**config.mk**
```make
export PLATFORM = sky130hd
export DESIGN_NAME = pts_golden_pt
export DESIGN_NICKNAME = d
export VERILOG_FILES = /design/src/sv/pts_pkg.sv /design/src/sv/pts_golden_pt.sv
export SDC_FILE = /design/constraint.sdc
export NUM_CORES = 1
export LEC_CHECK = 0
export ABC_CLOCK_PERIOD_IN_PS = 9350
export BUFFER_PORTS_ARGS = -buffer_cell sky130_fd_sc_hd__buf_4
export CELL_PAD_IN_SITES_DETAIL_PLACEMENT = 2
export CELL_PAD_IN_SITES_GLOBAL_PLACEMENT = 2
export CORE_ASPECT_RATIO = 1.2
export CORE_MARGIN = 1.5
export CORE_UTILIZATION = 30
export DETAILED_ROUTE_END_ITERATION = 10
export PLACE_DENSITY_LB_ADDON = 0.1
export SLEW_MARGIN = 20
export SYNTH_ARGS = -nofsm -noshare
export SYNTH_HDL_FRONTEND = slang
export SYNTH_SLANG_ARGS = --single-unit
export TNS_END_PERCENT = 20
```
**constraint.sdc**
```tcl
create_clock -name clk_i -period 9.35 [get_ports clk_i]
set_input_delay 1.87 -clock clk_i [delete_from_list [all_inputs] [get_ports clk_i]]
set_output_delay 1.87 -clock clk_i [all_outputs]
set_load 0.02 [all_outputs]
```
**src/sv/pts_pkg.sv**
```systemverilog
// shared constants and types for the penrose triangle subdivider
// no dependencies; used by pts_golden_pt and the top level
`default_nettype none

package pts_pkg;

  // round(2^32 / phi), unsigned q0.32
  localparam logic [31:0] INV_PHI_Q32 = 32'd2654435769;

  // one half in q0.32, added before the final shift
  localparam logic [31:0] HALF_Q32 = 32'h8000_0000;

  // robinson triangle kind, carried in tuser
  typedef enum logic {
    KIND_FIRST  = 1'b0,
    KIND_SECOND = 1'b1
  } kind_e;

endpackage : pts_pkg

`default_nettype wire

```
**src/sv/pts_golden_pt.sv**
```systemverilog
// five-stage pipeline for one coordinate of the point u + (v - u) / phi
// depends on pts_pkg for the reciprocal constant
`default_nettype none

module pts_golden_pt #(
  parameter int unsigned COORD_WIDTH = 24
) (
  input  wire logic                   clk_i,
  input  wire logic                   en_i,
  input  wire logic [COORD_WIDTH-1:0] u_i,
  input  wire logic [COORD_WIDTH-1:0] v_i,
  output logic      [COORD_WIDTH-1:0] p_o
);

  localparam int unsigned MW   = COORD_WIDTH + 1;
  localparam int unsigned MAGW = (MW > 32) ? MW : 33;
  localparam int unsigned HW   = MAGW - 32;
  localparam int unsigned RW   = HW + 33;

  // stage 1: exact difference
  logic [MW-1:0]          diff_d, diff_q;
  logic [COORD_WIDTH-1:0] u1_q;
  // stage 2: sign and magnitude
  logic [MW-1:0]          dneg;
  logic [MAGW-1:0]        mag_d, mag_q;
  logic                   neg2_q;
  logic [COORD_WIDTH-1:0] u2_q;
  // stage 3: partial products
  logic [63:0]            plo_q;
  logic [HW+31:0]         phi_q;
  logic                   neg3_q;
  logic [COORD_WIDTH-1:0] u3_q;
  // stage 4: rounded quotient magnitude
  logic [64:0]            rnd;
  logic [RW-1:0]          rsum;
  logic [MW-1:0]          r_q;
  logic                   neg4_q;
  logic [COORD_WIDTH-1:0] u4_q;
  // stage 5: point
  logic [MW-1:0]          uext;
  logic [MW-1:0]          psum;
  logic [COORD_WIDTH-1:0] p_q;

  assign diff_d = {v_i[COORD_WIDTH-1], v_i} - {u_i[COORD_WIDTH-1], u_i};
  assign dneg   = -diff_q;
  assign mag_d  = diff_q[MW-1] ? MAGW'(dneg) : MAGW'(diff_q);
  assign rnd    = {1'b0, plo_q} + {33'd0, pts_pkg::HALF_Q32};
  assign rsum   = RW'(phi_q) + RW'(rnd[64:32]);
  assign uext   = {u4_q[COORD_WIDTH-1], u4_q};
  assign psum   = neg4_q ? (uext - r_q) : (uext + r_q);

  always_ff @(posedge clk_i) begin
    if (en_i) begin
      diff_q <= diff_d;
      u1_q   <= u_i;

      mag_q  <= mag_d;
      neg2_q <= diff_q[MW-1];
      u2_q   <= u1_q;

      plo_q  <= mag_q[31:0] * pts_pkg::INV_PHI_Q32;
      phi_q  <= mag_q[MAGW-1:32] * pts_pkg::INV_PHI_Q32;
      neg3_q <= neg2_q;
      u3_q   <= u2_q;

      r_q    <= rsum[MW-1:0];
      neg4_q <= neg3_q;
      u4_q   <= u3_q;

      p_q    <= psum[COORD_WIDTH-1:0];
    end
  end

  assign p_o = p_q;

endmodule : pts_golden_pt

`default_nettype wire

```
# After elaboration in Yosys (flattened, before gate mapping)
# Cells that the tools add are included.
# op_classes
add_sub_neg,6
mul,2
mux,2
# op_table
op,n
56-bit by 32-bit adder with 56-bit output (second input constant),1
32-bit by 32-bit multiplier with 56-bit output (second input constant),1
24-bit adder,2
24-bit 2-to-1 mux,2
1-bit by 32-bit multiplier with 24-bit output (second input constant),1
25-bit negator,1
24-bit by 24-bit subtractor with 25-bit output,1
24-bit subtractor,1
# totals
elab_cells,24
register_bits,285
in_bits,50

# Depth between registers and ports, before layout
# logic_depth
depth_word,2
mapped_depth,26
mapped_depth_nobuf,26

# Worst setup path before layout
# No wires, ideal clock.
# synth_path
path_kind,register to register
from,reg mag_q[16]
to,reg plo_q[45] (data pin)
required_ps,9087
slack_ps,1949
n_path_buf,0
stages_incl_launch_ff,25
arrival_ps,7137
cell_sequence,edfxtp_1 > fa_1 > inv_1 > fa_1 > inv_1 > fa_1 > fa_1 > inv_1 > fa_1 > fa_1 > inv_1 > fa_1 > inv_1 > fa_1 > inv_1 > ha_1 > nand2_1 > or3_1 > or4_1 > a31oi_1 > nor3_1 > o21ai_0 > nor2b_1 > a41oi_1 > xnor2_1
# synth_between
elab_chain_len,1
# synth_lines
element,line,source
from (decl),pts_golden_pt.sv:25,"logic [MAGW-1:0] mag_d, mag_q;"
from (signal assigned),pts_golden_pt.sv:57,mag_q <= mag_d;
32-bit by 32-bit multiplier with 56-bit output,pts_golden_pt.sv:61,plo_q <= mag_q[31:0] * pts_pkg::INV_PHI_Q32;
to (signal assigned),pts_golden_pt.sv:61,
to (decl),pts_golden_pt.sv:29,logic [63:0] plo_q;
# Every way passes these cells.
# A chain may end at the register's enable or synchronous reset.

# Worst setup path in the final report
# layout_path
from,reg mag_q[14]
to,reg plo_q[54] (data pin)
# Same word-level chain as after synthesis.

==> results.md <==
Run status:
- The run finished with clean final reports.

Timing:
- The time the final worst path needs with I/O delays and setup is 8.74 ns.
- The achievable frequency is 114 MHz.
- The final count of negative-setup-slack endpoints is 0.
- Setup repair after global routing left no endpoint under its margin.
- The setup TNS is 0 ns.
- The worst relative slew slack is 0.286.
- The final-report hold violation count is 0.
- The actual transition at the worst max-transition pin is 1.06 ns.
- The final setup skew is 0.0442 ns.
- The final clock period utilization by the worst path is 0.934.
- The total count of max-transition violations in the final report is 0.

Global route:
- The initial antenna violation count came to 0.
- The maximum number of pins on one net before global-route repair is 80.
- The sum of overflow across all layers after global routing is 0.
- The via count of the first global-routing pass came to 18.8k.
- For this run, the total global-route usage over all layers was measured as 0.185.
- The first-pass GRT wire length is 118000 um.

Drt:
- The final wirelength is 76900 um.
- After detailed routing, the average wire length per cell comes to 22.0 um.
- The first TritonRoute pass finished after 4 iterations.
- The detailed router finished its first iteration with 554 violations.
- The average via count per standard cell is 4.56.
- After detailed routing, the number of remaining DRC violations is 0.
- The number of nets still failing antenna checks after routing is 0.
- The via count is 16.0k.

CTS:
- The tree built by TritonCTS fans out to 222 sinks.
- The clock tree from TritonCTS is built.
- The longest clock path from root to sink contains 3 buffers.
- Clock-pin slew was measured on the worst setup and hold paths at 0.07 ns.
- The clock reaches the later pin of the worst-skew pair after 0.58 ns.
- In this run the clock root is driven by a sky130_fd_sc_hd__clkbuf_16.
- Hold repair after CTS inserted 0 buffers.
- The buffer count from post-CTS setup fixing is 0.
- CTS built an H-tree with a depth of 1.
- Gates resized during post-CTS repair numbered 0.
- In this run, CTS created clock tree buffers numbering 28.

Floorplanning:
- The number of placed I/O pins is 74.
- The number of standard-cell rows in the floorplan is 116.
- The starting density of the core is 0.304.
- After floorplanning, the core was sized to cover 0.0836 sq mm.
- The area of the die is 0.0865 sq mm.
- The horizontal die dimension is 269 um.
- The die is 322 um tall.

Place:
- The HPWL after detailed placement is 68200 um.
- Buffers placed on the I/O ports in this run total 73.
- At the end of routability-driven placement, the weighted congestion stood at 0.872.

Finish:
- Summing all multi-input logic gate instances after layout gives 0.0164 sq mm.
- Compared with the post-synthesis result, the final layout area differs by 11.3%.
- The most common library cell in the layout ignoring fill and taps is sky130_fd_sc_hd__inv_1.
- Leaving out fill and tap cells, the most frequent cells in the layout are 617 x sky130_fd_sc_hd__inv_1, 395 x sky130_fd_sc_hd__ha_1, 369 x sky130_fd_sc_hd__fa_1, 222 x sky130_fd_sc_hd__edfxtp_1, 97 x sky130_fd_sc_hd__xnor2_1.
- The ratio of cells with drive above 1 in the final layout is 0.0584.
- For this run, the share of the core covered by cells in the final layout is 0.339.
- The net count of the finished layout is 3172.
- The sequential cells in the finished layout cover a total of 0.00667 sq mm.
- 0 antenna diodes ended up in the layout.
- The final-layout fill cell count is 9002.

Synth:
- Of the post-synthesis cell area, the dominant cell type holds 0.291.
- The leading area contributor after synthesis is sky130_fd_sc_hd__fa_1.
- The number of enable flip-flop cells after synthesis is 222.
- A synthesized cell averages 11.3 sq um.
- Sorting the synthesized cells by area gives the leading types as sky130_fd_sc_hd__fa_1 29%, sky130_fd_sc_hd__edfxtp_1 26%, sky130_fd_sc_hd__ha_1 19%.
- The number of nets in the synthesized netlist is 3061.
- In the synthesized netlist the dominant register cell turns out to be sky130_fd_sc_hd__edfxtp_1.
- The synthesis-stage register bit count is 222.
- The netlist uses 60 different library cells.
- Synthesis produced a netlist whose cell count is 2247.
- The share of synthesized registers carrying an async set or reset is 0.
- The netlist area before placement is 0.0254 sq mm.
- For this run, the number of Yosys warnings is 0.
- The sequential-to-total area share from yosys stat is 0.262.

Worst setup path:
- The largest driver fanout on the critical path is 10.
- The worst setup path is launched from a flop.
- For the worst setup path, the data required time is 9.79 ns.
- The worst setup path is captured at a flop.
- The setup check on the worst reg-to-reg path leaves a slack of 0.61 ns.
- The data arrival time of the critical path is 9.18 ns.
- The category of the critical setup timing path is reg -> reg.

Worst hold path:
- In this run the worst hold path is classified as reg -> reg.

Job:
- The number of violations of the max-capacitance limit is 0.
cells in the mapped netlist (2+ instances only):
| library cell | number |
|---|---|
| sky130_fd_sc_hd__xnor2_1 | 97 |
| sky130_fd_sc_hd__a221oi_1 | 2 |
| sky130_fd_sc_hd__and2_1 | 4 |
| sky130_fd_sc_hd__edfxtp_1 | 222 |
| sky130_fd_sc_hd__nor2b_1 | 10 |
| sky130_fd_sc_hd__a2111oi_0 | 2 |
| sky130_fd_sc_hd__o311ai_0 | 2 |
| sky130_fd_sc_hd__o211ai_1 | 6 |
| sky130_fd_sc_hd__o221a_2 | 2 |
| sky130_fd_sc_hd__a41oi_1 | 4 |
| sky130_fd_sc_hd__nand2b_1 | 15 |
| sky130_fd_sc_hd__o22ai_1 | 3 |
| sky130_fd_sc_hd__or2_2 | 2 |
| sky130_fd_sc_hd__a211o_1 | 3 |
| sky130_fd_sc_hd__a211oi_1 | 4 |
| sky130_fd_sc_hd__nand3_1 | 20 |
| sky130_fd_sc_hd__ha_1 | 395 |
| sky130_fd_sc_hd__a21o_1 | 39 |
| sky130_fd_sc_hd__a31oi_1 | 6 |
| sky130_fd_sc_hd__nor2_1 | 74 |
| sky130_fd_sc_hd__clkbuf_1 | 5 |
| sky130_fd_sc_hd__o41ai_1 | 6 |
| sky130_fd_sc_hd__or4_1 | 5 |
| sky130_fd_sc_hd__and3_1 | 5 |
| sky130_fd_sc_hd__nor3_1 | 24 |
| sky130_fd_sc_hd__a21boi_0 | 6 |
| sky130_fd_sc_hd__or4_4 | 3 |
| sky130_fd_sc_hd__fa_1 | 369 |
| sky130_fd_sc_hd__and4_1 | 3 |
| sky130_fd_sc_hd__nor4_1 | 5 |
| sky130_fd_sc_hd__nand2_1 | 57 |
| sky130_fd_sc_hd__or3_1 | 11 |
| sky130_fd_sc_hd__a21oi_1 | 64 |
| sky130_fd_sc_hd__inv_1 | 617 |
| sky130_fd_sc_hd__o31ai_1 | 15 |
| sky130_fd_sc_hd__nand4_1 | 18 |
| sky130_fd_sc_hd__o21a_1 | 16 |
| sky130_fd_sc_hd__nor3b_1 | 2 |
| sky130_fd_sc_hd__o21bai_1 | 5 |
| sky130_fd_sc_hd__a311oi_1 | 2 |
| sky130_fd_sc_hd__xor2_1 | 36 |
| sky130_fd_sc_hd__o21ai_0 | 42 |
| sky130_fd_sc_hd__o221ai_1 | 2 |
routing by layer:
metal	vias to the layer above	share of wire	GRT usage
met2	134	0.53	0.345
met4	0	0.026	0.0426
li1	7483	-	-
met1	8269	0.42	0.229
met5	-	0	0
met3	68	0.016	0.0128
stage by stage:
step,hold WS [ns],instances,instance area (sq um),setup slack (ns)
after floorplan,0.400,2247,25400,1.95
after global placement,0.402,3449,27500,0.869
after detailed placement,0.405,3449,27500,0.650
after CTS,0.419,3500,28300,0.583
after global routing,0.424,3500,28300,0.266
final,0.416,3500,28300,0.613
worst paths after layout:
check,startpoint,end,depth (start not counted)
worst max-delay path,mag_q[14]$_DFFE_PP_,plo_q[54]$_DFFE_PP_,22
worst min-delay path,u3_q[6]$_DFFE_PP_,u4_q[6]$_DFFE_PP_,0
worst max register to register,mag_q[14]$_DFFE_PP_,plo_q[54]$_DFFE_PP_,22
worst min register to register,u3_q[6]$_DFFE_PP_,u4_q[6]$_DFFE_PP_,0
layout make-up:
| type | instances | area share |
|---|---|---|
| Multi-Input combinational cell | 1401 | 0.580 |
| Sequential cell | 222 | 0.236 |
| Inverter | 617 | 0.0818 |
| Tap cell | 1121 | 0.0496 |
| Clock buffer | 34 | 0.0256 |
| Timing Repair Buffer | 88 | 0.0236 |
| Clock inverter | 17 | 0.00420 |
sequential cells by signal, indices dropped and copies added, names as in the netlist:
| register | count |
|---|---|
| p_o | 24 |
| u1_q | 24 |
| u2_q | 24 |
| u3_q | 24 |
| neg2_q | 1 |
| neg3_q | 1 |
| r_q | 24 |
| mag_q | 25 |
| diff_q | 25 |
| plo_q | 25 |
| u4_q | 24 |
| neg4_q | 1 |
critical path, cell delays in order, from the launching register on:
cell and delay (ns):
sky130_fd_sc_hd__edfxtp_1 0.73, sky130_fd_sc_hd__inv_1 0.22, sky130_fd_sc_hd__fa_1 0.62, sky130_fd_sc_hd__fa_1 0.48, sky130_fd_sc_hd__fa_1 0.58, sky130_fd_sc_hd__fa_1 0.46, sky130_fd_sc_hd__fa_1 0.55, sky130_fd_sc_hd__inv_1 0.06
sky130_fd_sc_hd__fa_1 0.45, sky130_fd_sc_hd__fa_1 0.49, sky130_fd_sc_hd__inv_1 0.05, sky130_fd_sc_hd__fa_1 0.47, sky130_fd_sc_hd__inv_1 0.04, sky130_fd_sc_hd__ha_1 0.32, sky130_fd_sc_hd__nand3_1 0.10, sky130_fd_sc_hd__or3_1 0.53
sky130_fd_sc_hd__or4_1 0.53, sky130_fd_sc_hd__a31oi_1 0.49, sky130_fd_sc_hd__nor3_1 0.20, sky130_fd_sc_hd__o31ai_1 0.45, sky130_fd_sc_hd__a32oi_1 0.28, sky130_fd_sc_hd__or3_1 0.41, sky130_fd_sc_hd__nand3_1 0.08
cell families after synthesis:
| logic type | after synthesis | synth area share |
|---|---|---|
| AO/OA/AOI/OAI | 238 | 0.0621 |
| buffers and inverters | 624 | 0.0924 |
| multiplexers | 1 | 0.000394 |
| flip-flops | 222 | 0.262 |
| adder cells (fa/ha/maj) | 764 | 0.485 |
| AND/OR/NAND/NOR | 265 | 0.0522 |
| XOR/XNOR | 133 | 0.0458 |
Power is not shown: default switching activity piles up to over one toggle a cycle in this logic, so the estimate is an artifact.
